--- src/tqc_pkg.sv ---
// Package with the shared types, constants and codes of the timer queue.
`timescale 1ns / 1ps
`default_nettype none
package tqc_pkg;
    localparam int HEAP_DEPTH = 1024;
    localparam int CNT_W = $clog2(HEAP_DEPTH + 1);
    localparam int NEAR_FULL = (HEAP_DEPTH * 2) / 3;
    localparam int MAX_FIRE = 64;
    localparam int FIRE_W = $clog2(MAX_FIRE + 1);
    localparam int BUF_AW = $clog2(MAX_FIRE);
    localparam int GRP = 32;
    localparam int NGRP = (HEAP_DEPTH + GRP - 1) / GRP;
    localparam int PADDR_W = 3;
    localparam logic [9:0] MS_TO_US = 10'd1000;
    localparam logic [63:0] REL_MAX = 64'hFFFF_FFFF_FFFF_FFFF / 64'd1000;

    localparam logic [1:0] OP_SCHED_ABS = 2'd0;
    localparam logic [1:0] OP_SCHED_REL = 2'd1;
    localparam logic [1:0] OP_CANCEL    = 2'd2;
    localparam logic [1:0] OP_TICK      = 2'd3;

    localparam logic [1:0] KIND_SCHED  = 2'd0;
    localparam logic [1:0] KIND_CANCEL = 2'd1;
    localparam logic [1:0] KIND_FIRED  = 2'd2;
    localparam logic [1:0] KIND_NONE   = 2'd3;

    localparam logic [PADDR_W-1:0] ADDR_FIRE_LIMIT = '0;

    typedef struct packed {
        logic [63:0] deadline;
        logic [31:0] task_id;
        logic        cancelled;
    } t_entry;

    typedef struct packed {
        logic        ins;
        logic        pop;
        logic        can;
        logic [31:0] cancel_id;
        t_entry      new_entry;
    } t_cell_cmd;
endpackage
`default_nettype wire

--- src/tqc_fire_buf.sv ---
// Buffer of fired task ids collected during one tick.
`timescale 1ns / 1ps
`default_nettype none
module tqc_fire_buf (
    input  wire logic                       i_clk,
    input  wire logic                       i_wr_en,
    input  wire logic [tqc_pkg::BUF_AW-1:0] i_wr_addr,
    input  wire logic [31:0]                i_wr_data,
    input  wire logic [tqc_pkg::BUF_AW-1:0] i_rd_addr,
    output logic [31:0]                     o_rd_data
);
    import tqc_pkg::*;

    logic [31:0] r_mem [MAX_FIRE];
    logic [31:0] r_rd_data;

    always_ff @(posedge i_clk) begin
        if (i_wr_en) begin
            r_mem[i_wr_addr] <= i_wr_data;
        end
        r_rd_data <= r_mem[i_rd_addr];
    end

    assign o_rd_data = r_rd_data;
endmodule
`default_nettype wire

--- config.mk ---
export PLATFORM = sky130hd
export DESIGN_NAME = tqc_fire_buf
export DESIGN_NICKNAME = d
export VERILOG_FILES = /design/src/tqc_pkg.sv /design/src/tqc_fire_buf.sv
export SDC_FILE = /design/constraint.sdc
export NUM_CORES = 2
export LEC_CHECK = 0
export BUFFER_PORTS_ARGS = -buffer_cell sky130_fd_sc_hd__buf_2
export CAP_MARGIN = 10
export CORE_MARGIN = 3
export CORE_UTILIZATION = 30
export CTS_CLUSTER_SIZE = 10
export DETAILED_ROUTE_END_ITERATION = 8
export SYNTH_ARGS = -nofsm -noshare
export SYNTH_HDL_FRONTEND = slang
export SYNTH_SLANG_ARGS = --single-unit
--- constraint.sdc ---
create_clock -name i_clk -period 4.7 [get_ports i_clk]
set_clock_uncertainty 0.05 [all_clocks]
set_input_delay 0.94 -clock i_clk [delete_from_list [all_inputs] [get_ports i_clk]]
set_output_delay 0.94 -clock i_clk [all_outputs]
set_load 0.01 [all_outputs]
==> impl_summary.md <==
Routing
The highest layer used for signal routing is met5. In the final routed layout, each cell accounts on average for 28.61 um. The final route contains 37230 vias.

The violation count after the first detailed-route iteration is 4332. Summed over all layers, the routed wires come to 208.9 mm. The total met3 wirelength after detailed routing is roughly 16 mm.

After detailed routing, the met2 layer carries 102.9 mm of wire. After detailed routing, the number of vias per cell comes to 5.099. The number of iterations in the first detailed-routing pass is 7. The number of routed nets with antenna violations is 0. The wire length on met1 is 85.60 mm.

The detailed-route DRC error count is 0.

Min path
The tightest min-delay check is of the input port to flip-flop type.

Place
The port buffer count is 77. Once placement completed, the tool counted placed cells totaling 6915. The worst slack at placement is between 0.3 and 0.4 ns. The final RePlAce weighted congestion is 0.7950. Summed over all nets, the half-perimeter wirelength after detailed placement is roughly 120 mm.

Clock tree
Hold repair after CTS inserted 0 buffers. The clock passes through at most 3 buffers. The maximum level of the CTS H-tree is 4. The clock network latency to the later pin of the worst-skew pair is 0.85 ns.

The post-CTS resize count is 0. The clock tree from TritonCTS is done. Clock tree synthesis inserted a total of between 200 and 250 buffers. After clock tree synthesis, the setup repair step added 0 buffers.

Clock-pin slew was measured on the worst setup and hold paths at 0.06 ns. CTS placed an instance of clkbuf_16 at the clock tree root. The clock drives 2080 sinks.

Final layout
The fraction of final layout cells sized beyond drive strength 1 is 30.14%. In the final design database the tool counted 3700 nets. Excluding fillers, the count of instances in the completed layout stands at 7301. The layout-stage area growth over the synthesis result is 16.60%.

In the layout the commonest cells are edfxtp_1 (2048), mux4_2 (544), clkbuf_16 (229). The library cell used most frequently in the layout, excluding fill and tap cells, is edfxtp_1.

Worst setup path
The worst setup path category is input port to flip-flop. The worst setup path is launched from an input port. The required time of the worst setup path is 5.34 ns. The worst setup path is captured at a flip-flop. In this run the worst path has a maximum fanout of 66. The arrival time reported for the critical path endpoint is 4.04 ns.

Floorplan
The y dimension of the die is 517.6 um. Measured along the x axis, the die boundary spans 517.6 um. The total die area is 0.2679 mm^2. The top-level port count is 78. For this configuration, the core starts out at a cell density of 30.20%. After floorplanning, the core was divided into around 190 placement rows. The area of the core region is 0.2599 mm^2.

Synth
The fraction of post-synthesis cell area in the top cell type by area is approximately four fifths. The average cell area after synthesis is 23.62 um^2. Sorting the synthesized cells by area gives the leading types as edfxtp_1 (78%), mux4_2 (16%), mux2i_1 (1.2%). In the synthesized netlist, the number of instances is 3324. When the netlist entered floorplanning its net count stood at 3370.

Sequential elements use 79.14% of the synthesized area. The flop and latch count out of synthesis is 2080. The number of library cell types mapped by synthesis is 34. The area of the mapped netlist is between 0.07 and 0.08 mm^2. Summed over all instances, the cell type with the most area after synthesis is edfxtp_1. The count of warnings emitted by yosys is 0.

Global route
The overall overflow remaining after global route is 0. The number of antenna violations at the first check in global routing is 25. Entering global routing, the biggest net connects 67 pins.

The number of global-route vias before repair is around 38000. The first global-routing pass estimated 294.5 mm of wire. Global routing used roughly 15% of the available tracks across all layers.

STA
Setup repair after global routing left no endpoint under its margin. For the finished layout, the period the worst path requires is 3.397 ns. Adding up every negative setup slack in the final design gives 0 ns. The total count of max-transition violations in the final report came to 0. In this run the tightest slew margin relative to its limit is between 10% and 20%. Hold is met by 0.4536 ns.

The count of endpoints failing hold in the final timing report is 0. Setup violations remaining at the end of the flow were counted as 0. The post-route clock period utilization is 72.28%. The maximum clock frequency is 294.4 MHz. Setup slack closes at ~1.3 ns. The transition time at the pin with the least slew margin is 1.289 ns.

Power
For this design the ratio of total power to cell area is around 420 mW/mm^2. Cell internal power was estimated by the tool at 0.03031 W. The share of total power in combinational logic is 5.1%.

The maximum VDD drop is 0.3200 mV. Summed over all cells, the static leakage comes to between 20 and 30 nW. The clock network fraction of design power is 41.3%. The fraction of power spent switching nets is 21.29%. The switching power is 0.008197 W. Sequential cells account for 53.6% of the total power.

Outcome
The run finished with clean final reports.

Job
The max-capacitance violation count is 0.
==> final timing paths <==
kind | start | to | slack [ns] | cells past startpoint
setup / recovery | i_rd_addr[1] | o_rd_data[11]$_DFF_P_ | 1.30 | 7
hold / removal | i_wr_data[25] | r_mem[30][25]$_DFFE_PP_ | 0.45 | 1
setup reg to reg | r_mem[12][11]$_DFFE_PP_ | o_rd_data[11]$_DFF_P_ | 2.40 | 4
hold reg to reg | r_mem[29][8]$_DFFE_PP_ | o_rd_data[8]$_DFF_P_ | 0.70 | 4
==> sequential cells by signal (all words and copies together), names as in the netlist <==
name       flops
o_rd_data     32
r_mem       2048
==> metal layers <==
metal | vias to the layer above | global-route usage, %
met5 | - | 0
met2 | 1609 | 25.19
met1 | 20400 | 21.06
met3 | 270 | 2.728
met4 | 4 | 3.799
li1 | 14950 | -
==> final cells by class <==
cell class | count | area [um^2]
Fill cell | 23670 | 168400
Sequential cell | 2080 | 62140
Multi-Input combinational cell | 1062 | 15970
Clock buffer | 352 | 6202
Tap cell | 3496 | 4374
Timing Repair Buffer | 281 | 2554
Clock inverter | 20 | 282.8
Antenna cell | 10 | 25.02
==> cell usage after synthesis, drive strengths merged <==
cell    number
a21oi       62
a22oi       12
a311oi       8
a31oi        1
a41o         4
and2         2
and3         4
buf        108
clkbuf      74
dfxtp       32
edfxtp    2048
mux2i       93
mux4       544
nand2       26
nand2b       8
nand3        5
nand3b       5
nand4        2
nand4b       1
nor2       137
nor2b       15
nor3         7
o221ai      27
o22ai       84
o32ai        4
or2          3
or3          3
or3b         5
==> critical path: stages <==
cell	delay, ns
buf_8	0.44
buf_4	0.34
buf_4	0.43
mux4_2	0.39
mux4_2	0.49
o22ai_1	0.65
nor2_1	0.10
==> cell families after synthesis <==
| kind of cell | after synthesis | synth area share [%] |
|---|---|---|
| AOI/OAI and AO/OA | 202 | 1.673 |
| buffers and inverters | 182 | 1.128 |
| DFF | 2080 | 79.14 |
| muxes | 637 | 16.79 |
| and+or+nand+nor | 223 | 1.265 |
==> power groups by stage <==
stage	clock [W]	combinational [W]	sequential (W)
2_1_floorplan	0	0.000999	0.0210
3_3_place_gp	0	0.00194	0.0210
3_5_place_dp	0	0.00197	0.0210
4_1_cts	0.0162	0.00197	0.0207
5_1_grt	0.0170	0.00206	0.0207
6_report	0.0159	0.00195	0.0206
==> stage by stage <==
stage	util [%]	cell area [um^2]	power (W)
2_1_floorplan	-	78520	0.02198
3_3_place_gp	32.68	84960	0.02298
3_5_place_dp	32.68	84960	0.02301
4_1_cts	35.18	91440	0.03883
5_1_grt	35.21	91530	0.03967
6_report	35.22	91550	0.03851
Note: power is estimated with default switching activity, not from simulation.
