==> src/tqc_pkg.sv <==
// Package with the shared types, constants and codes of the timer queue.
`timescale 1ns / 1ps
`default_nettype none
package tqc_pkg;
    localparam int HEAP_DEPTH = 1024;
    localparam int CNT_W = $clog2(HEAP_DEPTH + 1);
    localparam int NEAR_FULL = (HEAP_DEPTH * 2) / 3;
    localparam int MAX_FIRE = 64;
    localparam int FIRE_W = $clog2(MAX_FIRE + 1);
    localparam int BUF_AW = $clog2(MAX_FIRE);
    localparam int GRP = 32;
    localparam int NGRP = (HEAP_DEPTH + GRP - 1) / GRP;
    localparam int PADDR_W = 3;
    localparam logic [9:0] MS_TO_US = 10'd1000;
    localparam logic [63:0] REL_MAX = 64'hFFFF_FFFF_FFFF_FFFF / 64'd1000;

    localparam logic [1:0] OP_SCHED_ABS = 2'd0;
    localparam logic [1:0] OP_SCHED_REL = 2'd1;
    localparam logic [1:0] OP_CANCEL    = 2'd2;
    localparam logic [1:0] OP_TICK      = 2'd3;

    localparam logic [1:0] KIND_SCHED  = 2'd0;
    localparam logic [1:0] KIND_CANCEL = 2'd1;
    localparam logic [1:0] KIND_FIRED  = 2'd2;
    localparam logic [1:0] KIND_NONE   = 2'd3;

    localparam logic [PADDR_W-1:0] ADDR_FIRE_LIMIT = '0;

    typedef struct packed {
        logic [63:0] deadline;
        logic [31:0] task_id;
        logic        cancelled;
    } t_entry;

    typedef struct packed {
        logic        ins;
        logic        pop;
        logic        can;
        logic [31:0] cancel_id;
        t_entry      new_entry;
    } t_cell_cmd;
endpackage
`default_nettype wire

==> src/tqc_cell.sv <==
// One cell of the sorted timer chain: holds one entry and trades with its neighbors.
`timescale 1ns / 1ps
`default_nettype none
module tqc_cell (
    input  wire logic               i_clk,
    input  wire logic               i_valid,
    input  wire tqc_pkg::t_cell_cmd i_cmd,
    input  wire tqc_pkg::t_entry    i_left,
    input  wire logic               i_left_lt,
    input  wire tqc_pkg::t_entry    i_right,
    output tqc_pkg::t_entry         o_entry,
    output logic                    o_lt,
    output logic                    o_hit
);
    import tqc_pkg::*;

    t_entry r_ent;
    t_entry n_ent;
    logic   r_hit;
    logic   w_match;

    always_comb begin
        o_lt = !i_valid || (i_cmd.new_entry.deadline < r_ent.deadline) ||
               ((i_cmd.new_entry.deadline == r_ent.deadline) &&
                (i_cmd.new_entry.task_id < r_ent.task_id));
        w_match = i_valid && !r_ent.cancelled && (r_ent.task_id == i_cmd.cancel_id);
        n_ent = r_ent;
        if (i_cmd.ins) begin
            if (o_lt) begin
                n_ent = i_left_lt ? i_left : i_cmd.new_entry;
            end
        end else if (i_cmd.pop) begin
            n_ent = i_right;
        end else if (i_cmd.can && w_match) begin
            n_ent.cancelled = 1'b1;
        end
    end

    always_ff @(posedge i_clk) begin
        r_ent <= n_ent;
        r_hit <= i_cmd.can && w_match;
    end

    assign o_entry = r_ent;
    assign o_hit = r_hit;
endmodule
`default_nettype wire

==> config.mk <==
export PLATFORM = sky130hd
export DESIGN_NAME = tqc_cell
export DESIGN_NICKNAME = d
export VERILOG_FILES = /design/src/tqc_pkg.sv /design/src/tqc_cell.sv
export SDC_FILE = /design/constraint.sdc
export NUM_CORES = 1
export LEC_CHECK = 0
export BUFFER_PORTS_ARGS = -buffer_cell sky130_fd_sc_hd__buf_2
export CAP_MARGIN = 0
export CORE_AREA = 3 3 165 167
export DETAILED_ROUTE_END_ITERATION = 10
export DIE_AREA = 0 0 168 170
export PLACE_DENSITY = 0.66
export RECOVER_POWER = 100
export SKIP_CTS_REPAIR_TIMING = 1
export SLEW_MARGIN = 20
export SYNTH_ARGS = -nofsm -noshare
export SYNTH_HDL_FRONTEND = slang
export SYNTH_SLANG_ARGS = --single-unit
==> constraint.sdc <==
create_clock -name i_clk -period 10.3 [get_ports i_clk]
set_clock_uncertainty 0.1 [all_clocks]
set_input_delay 0 -clock i_clk [delete_from_list [all_inputs] [get_ports i_clk]]
set_output_delay 0 -clock i_clk [all_outputs]
set_load 0.01 [all_outputs]
==> flow_summary.ini, run 1 <==
[route]
wl_per_cell_um = 17.5
first_pass_iters = 5
drc = 0
via_per_inst = 4.80
drt_iter0_markers = 400
num_vias = 8274
wirelength_um = 30200
antenna_left = 0

[yosys]
synthSimpleGateAreaFrac = 0.110
yosysMostFrequentCell = a21oi_1
yosys.cell_types.count = 41
ys_ff_latch = 98
synth.area.mux_share = 0.127
synth_fa_ha_area_frac = 0.155
synth_nets = 1233
synth.area.top_cells = edfxtp_1 (38%), ha_1 (16%), mux2i_1 (13%), a21oi_1 (8.9%), nor2_1 (5.4%)
synthArstFlopShare = 0
synthXorXnorAreaFrac = 0.0366
synth_top_family_by_area = adder cells
synth-edff-count = 97
synth_warnings = 0
synth_ff_type = edfxtp_1
synth_common_cells = a21oi_1 (136), nor2_1 (110), edfxtp_1 (97), mux2i_1 (97)
ys_seq_area_frac = 0.383
syn-cell-area_mm2 = 0.00766
synth_top_area_frac = 0.380
synth.largest_area_cell = edfxtp_1
synth_cells = 809
synth.avg_cell_area_um2 = 9.47
synth_compound_area_frac = 0.126

[place]
place_hpwl_um = 23200
io_buffers = 427
gpl.final_weighted_congestion = 0.903

[setup_path]
cp.required_ns = 10.30
cpMostUsedCell = clkbuf_1
end_kind = flip-flop
critPathKind = input port to flip-flop
crit_fanout = 51
crit_path_max_incr_delay_ns = 2.86
worstPathCellList = clkbuf_1 > clkbuf_1 > mux2i_1 > a21oi_1 > dlygate4sd3_1
worst_path_max_delay_cell = clkbuf_1
arrival_ns = 6.53
cp-start-kind = input port

[clocking]
clk_latency_ns = 0.35
clk_path_buf_depth = 2
cts_tree = done
cts.clk_slew.worst_paths_ns = 0.07
cts_sinks = 98
clock-root-buffer = clkbuf_16
htree_levels = 3
numCtsBuffers = 9

[sta]
min_period_ns = 6.53
relSlewSlack = -1.58
fmax_mhz = 153
finalCritPeriodShare = 0.634
final_max_slew_viol_count = 100
worst-slew-pin-transition_ns = 3.87
setup_viol = 0
hold_viol = 12
hold_slack_ns = -0.0614
rsz0062_at_grt = no
finalSetupTns_ns = 0

[finish]
final_core_util = 0.460
drive_gt1_frac = 0.251
fin_nets = 1805
syn_to_final_growth_pct = 55.5

[global_routing]
grt_pass1_vias = 7244
top_usage_layer = met2
met3_usage = 0.0432
antenna_found_initial = 2
grt_pass1_wl_um = 40100
grt_use_met2 = 0.325
grt_util_all_layers = 0.182
met1_usage = 0.216
overflow = 0
grt_max_degree = 102

[power_and_ir_drop]
power_per_cell_area_mw_per_mm2 = 109
worst_ir_drop_vdd_mv = 0.0511
cellLeakagePower_nw = 5.78

[floorplan]
dieHeight_um = 170
die_w_um = 168
num_rows = 59
coreArea_mm2 = 0.0259
ios = 428
initial_core_util = 0.296
die_area_mm2 = 0.0286

[worst_hold_path]
worstHoldPathType = input port to flip-flop

[run_status]
outcome = finished with violations
violations = hold timing, capacitance limit, slew limit

[run]
cap_violations = 2
-- path summary, 6_finish.rpt --
kind	from	endpoint	slack (ns)	cells past startpoint
setup / recovery	i_left_lt	o_entry[76]	3.77	5
hold / removal	i_left[36]	o_entry[36]	-0.06	3
setup reg to reg	o_entry[64]	o_entry[87]	5.58	9
hold reg to reg	o_entry[12]	o_entry[0]	0.94	4
-- state kept, by name (all words and copies together), names as in the netlist --
name     cells
o_hit        1
o_entry     97
-- stage by stage --
step                      worst slack, ns  area, µm²  instances  total power [W]
after CTS                            5.78      10400       1557          0.00125
after global routing                 3.41      11900       1723          0.00138
after detailed placement             5.81      10100       1541         0.000919
after global placement               5.84      10100       1541         0.000910
after floorplan                      2.77       7660        809         0.000739
final                                3.77      11900       1724          0.00129
-- critical path, delay by kind of cell --
family	cells	cell delay, ns
AOI/OAI and AO/OA	1	0.13
buffers and inverters	3	5.92
muxes	1	0.40
-- routing by layer --
layer / vias up / part of all wire
met3: 56 / 0.069
met1: 3820 / 0.39
met2: 343 / 0.51
met5: - / 0
li1: 4055 / -
met4: 0 / 0.030
-- kinds of logic (layout without fill, tap and decap cells) --
family	Yosys count	count (layout)
AO/OA/AOI/OAI	174	174
XOR/XNOR	32	32
adder cells (fa/ha/maj)	95	95
buffers and inverters	128	705
flip-flops	98	98
multiplexers	97	97
other	0	3
AND/OR/NAND/NOR	185	185
-- where the power goes --
| part | switching [W] | internal (W) | total, W |
|---|---|---|---|
| registers | 0.0000286 | 0.000494 | 0.000523 |
| clock network | 0.000160 | 0.000165 | 0.000325 |
| logic | 0.000230 | 0.000216 | 0.000446 |
-- cells in the final DEF (no fill, tap or decap), types with 24 or more instances in the layout --
cell type      synthesis  final
dlygate4sd3_1          0    164
ha_1                  95     95
mux2i_1               97     97
clkbuf_1              23    101
buf_2                  1    327
nor2_1               110    110
inv_1                 95     95
edfxtp_1              97     97
nand4_1               24     24
a21oi_1              136    136
-- cell type report --
type | instances | area [µm²]
clock buffers | 10 | 229
inverters | 95 | 357
repair buffers | 594 | 3680
multi-input cells | 583 | 4240
fillers | 2473 | 14000
flip-flops and latches | 98 | 2930
diodes | 3 | 7.51
clock inverters | 6 | 41.3
well taps | 335 | 419
(Power assumes the default switching activity.)
==> run 2, diff against run 1 <==
==> constraint.sdc (replaced) <==
create_clock -name i_clk -period 6.7 [get_ports i_clk]
set_clock_uncertainty 0.1 [all_clocks]
set_input_delay 0 -clock i_clk [delete_from_list [all_inputs] [get_ports i_clk]]
set_output_delay 0 -clock i_clk [all_outputs]
set_load 0.01 [all_outputs]
==> flow_summary.ini, run 2 (synthesis results as in run 1) <==
[finish]
fillers = 2504
drive_gt1_frac = 0.251
final_cell_mix = buf_2 (327), dlygate4sd3_1 (166), a21oi_1 (135)
largest_register_ffs = 97
layout_commonest_cell = buf_2
multi_input_area_mm2 = 0.00425
syn_to_final_growth_pct = 56.1
fin_nets = 1807
regArea_mm2 = 0.00293

[clocking]
cts_sinks = 98
htree_levels = 3
cts.clk_slew.worst_paths_ns = 0.07
cts_tree = done
numCtsBuffers = 9
clk_path_buf_depth = 2
clk_latency_ns = 0.35
clock-root-buffer = clkbuf_16

[setup_path]
reg2reg_to = o_entry[19]
r2r_start = o_entry[64]
worstPathCellList = clkbuf_1 > buf_4 > mux2i_1 > a21oi_1 > dlygate4sd3_1
cp-start-kind = input port
crit_path_max_incr_delay_ns = 2.58
worst_path_max_delay_cell = clkbuf_1
critPathKind = input port to flip-flop
r2r_cells = 9
r2r_slack_ns = 2.91
cp.required_ns = 6.69
arrival_ns = 4.73
end_kind = flip-flop
crit_fanout = 50

[floorplan]
ios = 428
die_area_mm2 = 0.0286
dieHeight_um = 170
coreArea_mm2 = 0.0259
initial_core_util = 0.296
num_rows = 59
die_w_um = 168

[sta]
hold_viol = 10
finalSetupTns_ns = 0
final_max_slew_viol_count = 49
relSlewSlack = -1.51
hold_slack_ns = -0.0507
fin_ws_ns = 1.96
finalCritPeriodShare = 0.708
rsz0062_at_grt = no
setup_viol = 0
min_period_ns = 4.74
fmax_mhz = 211
worst-slew-pin-transition_ns = 3.76

[place]
dp_slack_ns = 3.05
io_buffers = 427
gpl.final_weighted_congestion = 0.903
place_hpwl_um = 23000

[route]
drt_iter0_markers = 348
wl_per_cell_um = 17.5
drc = 0
num_vias = 8271
via_per_inst = 4.79
wirelength_um = 30200
antenna_left = 0
first_pass_iters = 5

[power_and_ir_drop]
cellLeakagePower_nw = 5.79
power_per_cell_area_mw_per_mm2 = 166
worst_ir_drop_vdd_mv = 0.0850

[global_routing]
grt_max_degree = 100
grt_util_all_layers = 0.181
grt_pass1_wl_um = 40100
grt_pass1_vias = 7206
antenna_found_initial = 4
overflow = 0

[run_status]
outcome = finished with violations
violations = hold timing, capacitance limit, slew limit

[worst_hold_path]
whs_path_depth = 3
worstHoldPathType = input port to flip-flop
hold_end = o_entry[42]
hold_start = i_left[42]

[run]
cap_violations = 1
[run 2: routing by layer]
metal / part of all wire / vias to the layer above / global-route usage
met1: 0.40 / 3849 / 0.218
met2: 0.52 / 328 / 0.327
met3: 0.065 / 40 / 0.0386
li1: - / 4054 / -
met5: 0 / - / 0
met4: 0.023 / 0 / 0.0473
[run 2: cell type report]
| cell class | count | share of cell area |
|---|---|---|
| Inverter | 95 | 0.0298 |
| Timing Repair Buffer | 596 | 0.311 |
| Multi-Input combinational cell | 583 | 0.356 |
| Clock inverter | 6 | 0.00345 |
| Sequential cell | 98 | 0.245 |
| Tap cell | 335 | 0.0351 |
| Antenna cell | 3 | 0.000628 |
| Clock buffer | 10 | 0.0192 |
[run 2: critical path: cells and delay by family]
family | cells | cell delay (ns)
multiplexers | 1 | 0.35
buffers and inverters | 3 | 4.20
AO/OA/AOI/OAI | 1 | 0.12
[run 2: power breakdown]
group | leakage [nW] | internal (W) | total, W | switching, W
logic | 4.70 | 0.000330 | 0.000682 | 0.000352
registers | 0.965 | 0.000759 | 0.000805 | 0.0000459
clock network | 0.129 | 0.000254 | 0.000501 | 0.000247
[run 2: through the flow]
stage | hold slack (ns) | utilization | power, W | cells | instance area, µm²
floorplan | -0.00812 | - | 0.00113 | 809 | 7660
global placement | 0.218 | 0.392 | 0.00140 | 1541 | 10100
detailed placement | 0.227 | 0.392 | 0.00142 | 1541 | 10100
CTS | -0.151 | 0.402 | 0.00193 | 1557 | 10400
global route | 0.00199 | 0.461 | 0.00211 | 1726 | 12000
finish | -0.0507 | 0.461 | 0.00199 | 1726 | 12000
[run 2: how the worst max path moves through the flow]
stage                      startpoint     endpoint  slack (ns)
after CTS                 o_entry[64]  o_entry[60]        3.01
after global placement    o_entry[64]  o_entry[62]        3.07
after detailed placement  o_entry[64]  o_entry[56]        3.05
final                       i_left_lt  o_entry[55]        1.96
after floorplan           o_entry[75]  o_entry[10]        1.11
after global routing        i_left_lt   o_entry[1]        1.69
